[config.mk]
export PLATFORM = sky130hd
export DESIGN_NAME = key_matrix_scan_debouncer
export DESIGN_NICKNAME = d
export VERILOG_FILES = /design/src/sv/kmsd_pkg.sv /design/src/sv/kmsd_row_mem.sv /design/src/sv/key_matrix_scan_debouncer.sv
export SDC_FILE = /design/constraint.sdc
export NUM_CORES = 1
export LEC_CHECK = 0
export BUFFER_PORTS_ARGS = -buffer_cell sky130_fd_sc_hd__buf_2
export CAP_MARGIN = 20
export CELL_PAD_IN_SITES_DETAIL_PLACEMENT = 0
export CELL_PAD_IN_SITES_GLOBAL_PLACEMENT = 1
export CORE_MARGIN = 1.5
export CORE_UTILIZATION = 59
export DETAILED_ROUTE_END_ITERATION = 7
export PLACE_DENSITY_LB_ADDON = 0.1
export SLEW_MARGIN = 20
export SYNTH_ARGS = -nofsm -noshare
export SYNTH_HDL_FRONTEND = slang
export SYNTH_SLANG_ARGS = --single-unit
[constraint.sdc]
create_clock -name i_clk -period 13.65 [get_ports i_clk]
set_input_delay 2.73 -clock i_clk [delete_from_list [all_inputs] [get_ports i_clk]]
set_output_delay 2.73 -clock i_clk [all_outputs]
set_load 0.02 [all_outputs]
[src/sv/kmsd_pkg.sv]
package kmsd_pkg;

    localparam int unsigned ROWS_DEFAULT = 16;
    localparam int unsigned COLS_DEFAULT = 16;

    localparam int unsigned ROW_IDX_W = 4;
    localparam int unsigned COL_W     = 16;
    localparam int unsigned SCAN_W    = 8;
    localparam int unsigned TOTAL_W   = 9;
    localparam int unsigned POP_W     = 5;

    localparam logic [SCAN_W-1:0]  DEBOUNCE_RESET = 8'd5;
    localparam logic [TOTAL_W-1:0] TOTAL_MAX      = 9'd511;

    typedef enum logic [2:0] {
        S_IDLE,
        S_RAW,
        S_CP_RD,
        S_CP_WR,
        S_ST_RD,
        S_OUT
    } t_state;

    function automatic logic [POP_W-1:0] popcount(input logic [COL_W-1:0] v);
        logic [POP_W-1:0] n;
        n = '0;
        for (int i = 0; i < int'(COL_W); i++) begin
            n = n + POP_W'(v[i]);
        end
        return n;
    endfunction

endpackage

[src/sv/kmsd_row_mem.sv]
module kmsd_row_mem #(
    parameter int unsigned ROWS  = kmsd_pkg::ROWS_DEFAULT,
    parameter int unsigned ROW_W = (ROWS > 1) ? $clog2(ROWS) : 1
) (
    input  logic                       i_clk,
    input  logic                       i_rst_n,
    input  logic                       i_we,
    input  logic [ROW_W-1:0]           i_waddr,
    input  logic [kmsd_pkg::COL_W-1:0] i_wdata,
    input  logic                       i_re,
    input  logic [ROW_W-1:0]           i_raddr,
    output logic [kmsd_pkg::COL_W-1:0] o_rdata
);

    logic [kmsd_pkg::COL_W-1:0] r_mem [ROWS];
    logic [ROWS-1:0]            r_valid;
    logic [kmsd_pkg::COL_W-1:0] r_q;
    logic                       r_qv;

    // An entry that was never written since reset reads as zero.
    always_ff @(posedge i_clk) begin
        if (!i_rst_n) begin
            r_valid <= '0;
            r_qv    <= 1'b0;
        end else begin
            if (i_we) begin
                r_valid[i_waddr] <= 1'b1;
            end
            if (i_re) begin
                r_qv <= r_valid[i_raddr];
            end
        end
    end

    always_ff @(posedge i_clk) begin
        if (i_we) begin
            r_mem[i_waddr] <= i_wdata;
        end
        if (i_re) begin
            r_q <= r_mem[i_raddr];
        end
    end

    assign o_rdata = r_qv ? r_q : '0;

endmodule

[src/sv/key_matrix_scan_debouncer.sv]
// Key matrix debouncer with one shared countdown. Each input word is one row's active-high
// column reading, its row index and an end-of-scan flag; each accepted word yields exactly one
// output word with the debounced row, the settled flag, the pressed-key total and a bounce flag.
// A word normally passes through accept with raw sample read, compare and write-back, stable
// read, then load of the output register. On the end of scan where the countdown reaches zero
// the whole raw matrix is copied into the stable matrix row by row, each row read and then
// written, before that word goes on. A finished word waits to load the output register while
// that register still holds a word that was not taken. The raw and stable rows live in two
// single-port-write, single-read memories with registered read data. The user must write the
// debounce_scans register through the configuration port only while the block is idle; the
// block itself does not enforce this. The new value takes effect at the next reload.
module key_matrix_scan_debouncer #(
    parameter int unsigned ROWS = kmsd_pkg::ROWS_DEFAULT,
    parameter int unsigned COLS = kmsd_pkg::COLS_DEFAULT
) (
    input  logic                             i_clk,
    input  logic                             i_rst_n,

    input  logic                             i_cfg_valid,
    output logic                             o_cfg_ready,
    input  logic [kmsd_pkg::SCAN_W-1:0]      i_cfg_debounce_scans,

    input  logic                             i_in_valid,
    output logic                             o_in_stall,
    input  logic [kmsd_pkg::ROW_IDX_W-1:0]   i_row_index,
    input  logic [kmsd_pkg::COL_W-1:0]       i_column_bits,
    input  logic                             i_scan_end,

    output logic                             o_out_valid,
    input  logic                             i_out_stall,
    output logic [kmsd_pkg::COL_W-1:0]       o_stable_row,
    output logic                             o_settled,
    output logic [kmsd_pkg::TOTAL_W-1:0]     o_pressed_count,
    output logic                             o_bounce_seen
);

    localparam int unsigned ROW_W = (ROWS > 1) ? $clog2(ROWS) : 1;
    localparam int unsigned IDX_W = (ROW_W > kmsd_pkg::ROW_IDX_W) ? ROW_W : kmsd_pkg::ROW_IDX_W;
    localparam int unsigned SUM_W = $clog2(ROWS * kmsd_pkg::COL_W + 1);
    localparam logic [kmsd_pkg::ROW_IDX_W+1:0] ROWS_LIM = (kmsd_pkg::ROW_IDX_W + 2)'(ROWS);
    localparam logic [ROW_W-1:0] LAST_ROW = ROW_W'(ROWS - 1);
    localparam logic [kmsd_pkg::COL_W-1:0] COL_MASK = (COLS >= kmsd_pkg::COL_W) ?
        '1 : kmsd_pkg::COL_W'((32'd1 << COLS) - 32'd1);

    kmsd_pkg::t_state r_state, n_state;

    logic [kmsd_pkg::SCAN_W-1:0]  r_debounce;
    logic [kmsd_pkg::SCAN_W-1:0]  r_cd, n_cd;
    logic [kmsd_pkg::TOTAL_W-1:0] r_total, n_total;
    logic [SUM_W-1:0]             r_sum, n_sum;
    logic [ROW_W-1:0]             r_idx, n_idx;
    logic                         r_bounce, n_bounce;

    logic [ROW_W-1:0]             r_row;
    logic                         r_inr;
    logic [kmsd_pkg::COL_W-1:0]   r_cols;
    logic                         r_end;

    logic                         r_out_valid, n_out_valid;
    logic [kmsd_pkg::COL_W-1:0]   r_o_row;
    logic                         r_o_settled;
    logic [kmsd_pkg::TOTAL_W-1:0] r_o_count;
    logic                         r_o_bounce;
    logic                         load_out;

    logic [IDX_W-1:0]             row_ext;
    logic                         accept;

    logic                         raw_we, raw_re;
    logic [ROW_W-1:0]             raw_raddr;
    logic [kmsd_pkg::COL_W-1:0]   raw_rdata;
    logic                         st_we, st_re;
    logic [kmsd_pkg::COL_W-1:0]   st_rdata;

    logic                         changed;
    logic [kmsd_pkg::SCAN_W-1:0]  reload;
    logic [kmsd_pkg::SCAN_W-1:0]  cd_a;
    logic [SUM_W-1:0]             sum_next;

    assign row_ext = IDX_W'(i_row_index);
    assign accept  = i_in_valid && (r_state == kmsd_pkg::S_IDLE);

    assign o_cfg_ready = 1'b1;
    assign o_in_stall  = (r_state != kmsd_pkg::S_IDLE);

    assign raw_re    = accept || (r_state == kmsd_pkg::S_CP_RD);
    assign raw_raddr = (r_state == kmsd_pkg::S_IDLE) ? row_ext[ROW_W-1:0] : r_idx;

    kmsd_row_mem #(
        .ROWS  (ROWS),
        .ROW_W (ROW_W)
    ) u_raw_mem (
        .i_clk   (i_clk),
        .i_rst_n (i_rst_n),
        .i_we    (raw_we),
        .i_waddr (r_row),
        .i_wdata (r_cols),
        .i_re    (raw_re),
        .i_raddr (raw_raddr),
        .o_rdata (raw_rdata)
    );

    assign st_re = (r_state == kmsd_pkg::S_ST_RD);

    kmsd_row_mem #(
        .ROWS  (ROWS),
        .ROW_W (ROW_W)
    ) u_stable_mem (
        .i_clk   (i_clk),
        .i_rst_n (i_rst_n),
        .i_we    (st_we),
        .i_waddr (r_idx),
        .i_wdata (raw_rdata),
        .i_re    (st_re),
        .i_raddr (r_row),
        .o_rdata (st_rdata)
    );

    assign changed  = r_inr && (raw_rdata != r_cols);
    assign reload   = (r_debounce == '0) ? kmsd_pkg::SCAN_W'(1) : r_debounce;
    assign cd_a     = changed ? reload : r_cd;
    assign sum_next = r_sum + SUM_W'(kmsd_pkg::popcount(raw_rdata));

    always_comb begin
        n_state     = r_state;
        n_cd        = r_cd;
        n_total     = r_total;
        n_sum       = r_sum;
        n_idx       = r_idx;
        n_bounce    = r_bounce;
        n_out_valid = r_out_valid;
        raw_we      = 1'b0;
        st_we       = 1'b0;
        load_out    = 1'b0;

        if (r_out_valid && !i_out_stall) begin
            n_out_valid = 1'b0;
        end

        case (r_state)
            kmsd_pkg::S_IDLE: begin
                if (accept) begin
                    n_state = kmsd_pkg::S_RAW;
                end
            end
            kmsd_pkg::S_RAW: begin
                raw_we   = changed;
                n_bounce = changed && (r_cd != '0);
                n_cd     = cd_a;
                n_state  = kmsd_pkg::S_ST_RD;
                if (r_end && (cd_a != '0)) begin
                    n_cd = cd_a - kmsd_pkg::SCAN_W'(1);
                    if (cd_a == kmsd_pkg::SCAN_W'(1)) begin
                        n_idx   = '0;
                        n_sum   = '0;
                        n_state = kmsd_pkg::S_CP_RD;
                    end
                end
            end
            kmsd_pkg::S_CP_RD: begin
                n_state = kmsd_pkg::S_CP_WR;
            end
            kmsd_pkg::S_CP_WR: begin
                st_we = 1'b1;
                n_sum = sum_next;
                if (r_idx == LAST_ROW) begin
                    n_total = (sum_next > SUM_W'(kmsd_pkg::TOTAL_MAX)) ?
                        kmsd_pkg::TOTAL_MAX : kmsd_pkg::TOTAL_W'(sum_next);
                    n_state = kmsd_pkg::S_ST_RD;
                end else begin
                    n_idx   = r_idx + ROW_W'(1);
                    n_state = kmsd_pkg::S_CP_RD;
                end
            end
            kmsd_pkg::S_ST_RD: begin
                n_state = kmsd_pkg::S_OUT;
            end
            kmsd_pkg::S_OUT: begin
                if (!r_out_valid || !i_out_stall) begin
                    load_out    = 1'b1;
                    n_out_valid = 1'b1;
                    n_state     = kmsd_pkg::S_IDLE;
                end
            end
            default: begin
                n_state = kmsd_pkg::S_IDLE;
            end
        endcase
    end

    always_ff @(posedge i_clk) begin
        if (!i_rst_n) begin
            r_state     <= kmsd_pkg::S_IDLE;
            r_debounce  <= kmsd_pkg::DEBOUNCE_RESET;
            r_cd        <= kmsd_pkg::DEBOUNCE_RESET;
            r_total     <= '0;
            r_out_valid <= 1'b0;
        end else begin
            r_state     <= n_state;
            r_cd        <= n_cd;
            r_total     <= n_total;
            r_out_valid <= n_out_valid;
            if (i_cfg_valid && o_cfg_ready) begin
                r_debounce <= i_cfg_debounce_scans;
            end
        end
    end

    always_ff @(posedge i_clk) begin
        r_sum    <= n_sum;
        r_idx    <= n_idx;
        r_bounce <= n_bounce;
        if (accept) begin
            r_row  <= row_ext[ROW_W-1:0];
            r_inr  <= ({2'b00, i_row_index} < ROWS_LIM);
            r_cols <= i_column_bits & COL_MASK;
            r_end  <= i_scan_end;
        end
        if (load_out) begin
            r_o_row     <= r_inr ? st_rdata : '0;
            r_o_settled <= (r_cd == '0);
            r_o_count   <= r_total;
            r_o_bounce  <= r_bounce;
        end
    end

    assign o_out_valid     = r_out_valid;
    assign o_stable_row    = r_o_row;
    assign o_settled       = r_o_settled;
    assign o_pressed_count = r_o_count;
    assign o_bounce_seen   = r_o_bounce;

endmodule

==> run summary <==
• **total number of vias** 13,500
• **post-synthesis area per instance** 18.7 um2
• **post-synth top area share** 68.6%
• **number of antenna violations at the first check in global routing** 0
• **number of design-rule violations left by the first detailed-router iteration** 1,224
• **pre-CTS setup slack** 7920 ps
• **setup slack, reg-to-reg** 7950 ps
• **leakage power** 9.96 nW
• **fin. max-slew vios** 0
• **via count of the first global-routing pass** 13,700
• **post-route antenna net violation count** 0
• **run status** completed
• **Hold Path Stages** 0
• **slowest cell on the critical path** sky130_fd_sc_hd__dfxtp_1
• **largest net degree at the start of global routing** 69
• **most used cell along the critical path** sky130_fd_sc_hd__fa_1
• **final weighted congestion in routability-driven placement** 0.790
• **peak fanout along the critical path** 20
• **endpoints failing setup** 0
• **Critical Path RT** 13,960 ps
• **H-Tree Level Count** 3
• **number of inserted diodes** 0
• **vertical extent of the die** 215 um
• **number of gates given a new drive strength after cts** 0
• **class of the tightest hold or removal check** flop to flop
• **FF-to-FF path depth** 17
• **Filler cells** 2,907
• **number of buffers added for setup after CTS** 0
• **Routed wire per std cell** 26.9 um
• **global-route usage over all layers** 26.0%
• **number of enable-type register cells in the synthesized netlist** 606
• **setup repair after global routing missed its margin** false
• **fmax** 175 MHz
• **CTS tree** built
• **async set-or-reset flop fraction in the synthesized netlist** 0%
• **total negative slack for setup checks** 0 ps
• **number of unique standard cell types used by synthesis** 60
• **fraction of layout instances using a drive strength above 1** 24.7%
• **Syn Inst Count** 1,421
• **power density normalized to cell area** 154 nW/um2
• **top cells by area in the synthesized netlist** sky130_fd_sc_hd__edfxtp_1 69%, sky130_fd_sc_hd__mux4_2 13%, sky130_fd_sc_hd__dfxtp_1 4.8%
• **sort of element at the start of the critical path** flop
• **port buffer count** 62
• **Remaining Overflow, GRT** 0
• **top library cells by usage in the layout, fill and taps aside** 606 x sky130_fd_sc_hd__edfxtp_1, 153 x sky130_fd_sc_hd__mux4_2, 92 x sky130_fd_sc_hd__nand2_1
• **area of the placeable core** 44,300 um2
• **via density per instance** 6.20
• **DRC violation count after routing** 0
• **Crit path largest cell delay** 760 ps
• **CTS buffer count** 68
• **cell row count** 77
• **layout overhead on the synthesized area** 13.3%
• **most common cell after layout, fill and taps aside** sky130_fd_sc_hd__edfxtp_1
• **final critical path time including I/O delays and setup** 5700 ps
• **area of the die** 46,300 um2
• **Worst slew margin** 30.0%
• **critical path data arrival time** 6010 ps
• **post-cts hold buffer count** 0
• **Clk Tree Root Cell** sky130_fd_sc_hd__clkbuf_16
• **maximum number of buffers from clock root to sink** 3
• **net count of the finished layout** 1,590
• **effective utilization at floorplan** 59.9%
• **Pre-antenna DRT Iters** 5
• **Max Clock Skew** 18.5 ps
• **transition time of the tightest slew-check pin** 1050 ps
• **clk sinks** 669
• **sequential share of the synthesized area** 73.3%
• **cell-by-cell listing of the critical path** buf_4 > and2_1 > inv_1 > fa_1 > fa_1 > inv_1 > fa_1 > fa_1 > fa_1 > inv_1 > fa_1 > nor2b_1 > o21ai_0 > a21oi_1 > o2111ai_1 > xor2_1 > nor2_1
• **final worst-path cycle share** 41.8%
• **Worst R2R Start** u_raw_mem.r_qv$_SDFFE_PN0P_
• **end of the worst hold path** o_pressed_count[5]$_DFFE_PP_
• **MaxCap Viol Count** 0
• **count of final hold-check violations** 0
• **DP HPWL** 33,000 um
• **source-to-sink clock delay at the later pin of the worst-skew pair** 590 ps
• **type of the setup path with the least slack** flop to flop
• **number of warnings reported in the yosys synthesis log** 0
• **combined area of all synthesized cells** 26,500 um2
• **wire length reported by the detailed router** 58,400 um
• **final worst setup slack** 7950 ps
• **Worst R2R End** r_sum[8]$_SDFFCE_PN0P_
• **Reg clk slew, reported paths** 60 ps
• **top_reg_cell synth** sky130_fd_sc_hd__edfxtp_1
• **Crit. End Element** flop
• **Synth area leader** sky130_fd_sc_hd__edfxtp_1
• **die width** 215 um
• **total nets after synthesis** 1,481
• **hold path startpoint** r_total[5]$_SDFFE_PN0P_
• **first-pass GRT wire length** 87,000 um
• **number of storage elements in the synthesis netlist** 669
• **peak supply drop** 0.000135 V
• **boundary pin count** 64
## critical path: cells and delay by family, from the launching register on
kind	cells	cell delay [ps]
and+or+nand+nor	3	680
DFF	1	760
AOI/OAI and AO/OA	3	480
xor gates and xnor gates	1	230
adders and majority gates	6	2670
buffers and inverters	4	590
## synthesized netlist by cell type (5+ instances only)
cell and n:
sky130_fd_sc_hd__dfxtp_1 63, sky130_fd_sc_hd__and2_1 60, sky130_fd_sc_hd__mux4_2 153, sky130_fd_sc_hd__xnor2_1 12, sky130_fd_sc_hd__inv_1 36, sky130_fd_sc_hd__a21oi_1 20, sky130_fd_sc_hd__clkbuf_1 45, sky130_fd_sc_hd__fa_1 12
sky130_fd_sc_hd__nor2_1 64, sky130_fd_sc_hd__ha_1 14, sky130_fd_sc_hd__o21ai_0 19, sky130_fd_sc_hd__buf_2 11, sky130_fd_sc_hd__nand4b_1 5, sky130_fd_sc_hd__nor3_1 19, sky130_fd_sc_hd__xor2_1 6, sky130_fd_sc_hd__buf_1 9
sky130_fd_sc_hd__edfxtp_1 606, sky130_fd_sc_hd__a211oi_1 22, sky130_fd_sc_hd__nand2_1 92, sky130_fd_sc_hd__nor4_1 5, sky130_fd_sc_hd__a31oi_1 17, sky130_fd_sc_hd__o21a_1 33, sky130_fd_sc_hd__mux2i_1 19, sky130_fd_sc_hd__nand3_1 11
## final cells by class
| type | instances | area, um2 | share of cell area [%] |
|---|---|---|---|
| Sequential cell | 669 | 19500 | 64.7 |
| Multi-Input combinational cell | 647 | 6780 | 22.6 |
| Clock buffer | 91 | 1910 | 6.37 |
| Tap cell | 592 | 741 | 2.46 |
| Timing Repair Buffer | 108 | 656 | 2.18 |
| Clock inverter | 30 | 374 | 1.24 |
| Inverter | 36 | 135 | 0.450 |
## power breakdown
group | switching [mW] | internal (mW) | total, mW
combinational | 0.215 | 0.167 | 0.382
sequential | 0.0507 | 2.29 | 2.34
clock | 0.747 | 1.15 | 1.90
total | 1.01 | 3.61 | 4.62
## flip-flops by register name, indices dropped and copies added (netlist names), 16 cells and up
name                  cells
u_raw_mem.r_q            16
u_raw_mem.r_mem         256
o_stable_row             16
u_stable_mem.r_q         16
u_raw_mem.r_valid        16
r_cols                   16
u_stable_mem.r_valid     16
u_stable_mem.r_mem      256
## worst max-delay path by stage
stage,endpoint,slack (ps),from,cells after the start
final,r_sum[8]$_SDFFCE_PN0P_,7950,u_raw_mem.r_qv$_SDFFE_PN0P_,17
after global routing,r_sum[6]$_SDFFCE_PN0P_,7580,u_raw_mem.r_qv$_SDFFE_PN0P_,17
after CTS,r_sum[8]$_SDFFCE_PN0P_,7960,u_raw_mem.r_qv$_SDFFE_PN0P_,17
after detailed placement,u_raw_mem.r_q[1]$_DFFE_PP_,7920,i_row_index[0],8
after global placement,u_raw_mem.r_q[9]$_DFFE_PP_,7950,i_row_index[0],8
after floorplan,r_sum[8]$_SDFFCE_PN0P_,8800,u_raw_mem.r_qv$_SDFFE_PN0P_,16
## through the flow
| step | util [%] | hold slack (ps) | std cells | area (um2) | power [mW] |
|---|---|---|---|---|---|
| 6_report | 67.8 | 433 | 2173 | 30100 | 4.62 |
| 5_1_grt | 67.8 | 445 | 2173 | 30100 | 4.76 |
| 4_1_cts | 67.8 | 431 | 2173 | 30100 | 4.66 |
| 3_5_place_dp | 62.7 | 416 | 2052 | 27800 | 2.77 |
| 3_3_place_gp | 62.7 | 403 | 2052 | 27800 | 2.76 |
| 2_1_floorplan | - | 400 | 1421 | 26500 | 2.64 |
## cells by family after synthesis
logic type      Yosys count  share of synthesized area, %
compound gates          138                          3.65
xor+xnor                 18                         0.594
fa+ha+maj                26                          1.57
buf+inv                 105                          1.59
flops                   669                          73.3
mux                     175                          13.8
other cells               1                        0.0141
simple gates            289                          5.44
## routing by layer
| layer | share of wire [%] | wire length [um] | global-route usage [%] | vias up |
|---|---|---|---|---|
| li1 | - | - | - | 5887 |
| met2 | 51 | 29600 | 43.6 | 494 |
| met1 | 40 | 23300 | 35.4 | 6985 |
| met5 | 0 | 0 | 0 | - |
| met4 | 2.9 | 1720 | 8.37 | 0 |
| met3 | 6.4 | 3760 | 4.32 | 117 |
Power figures use the tool's default switching activity.
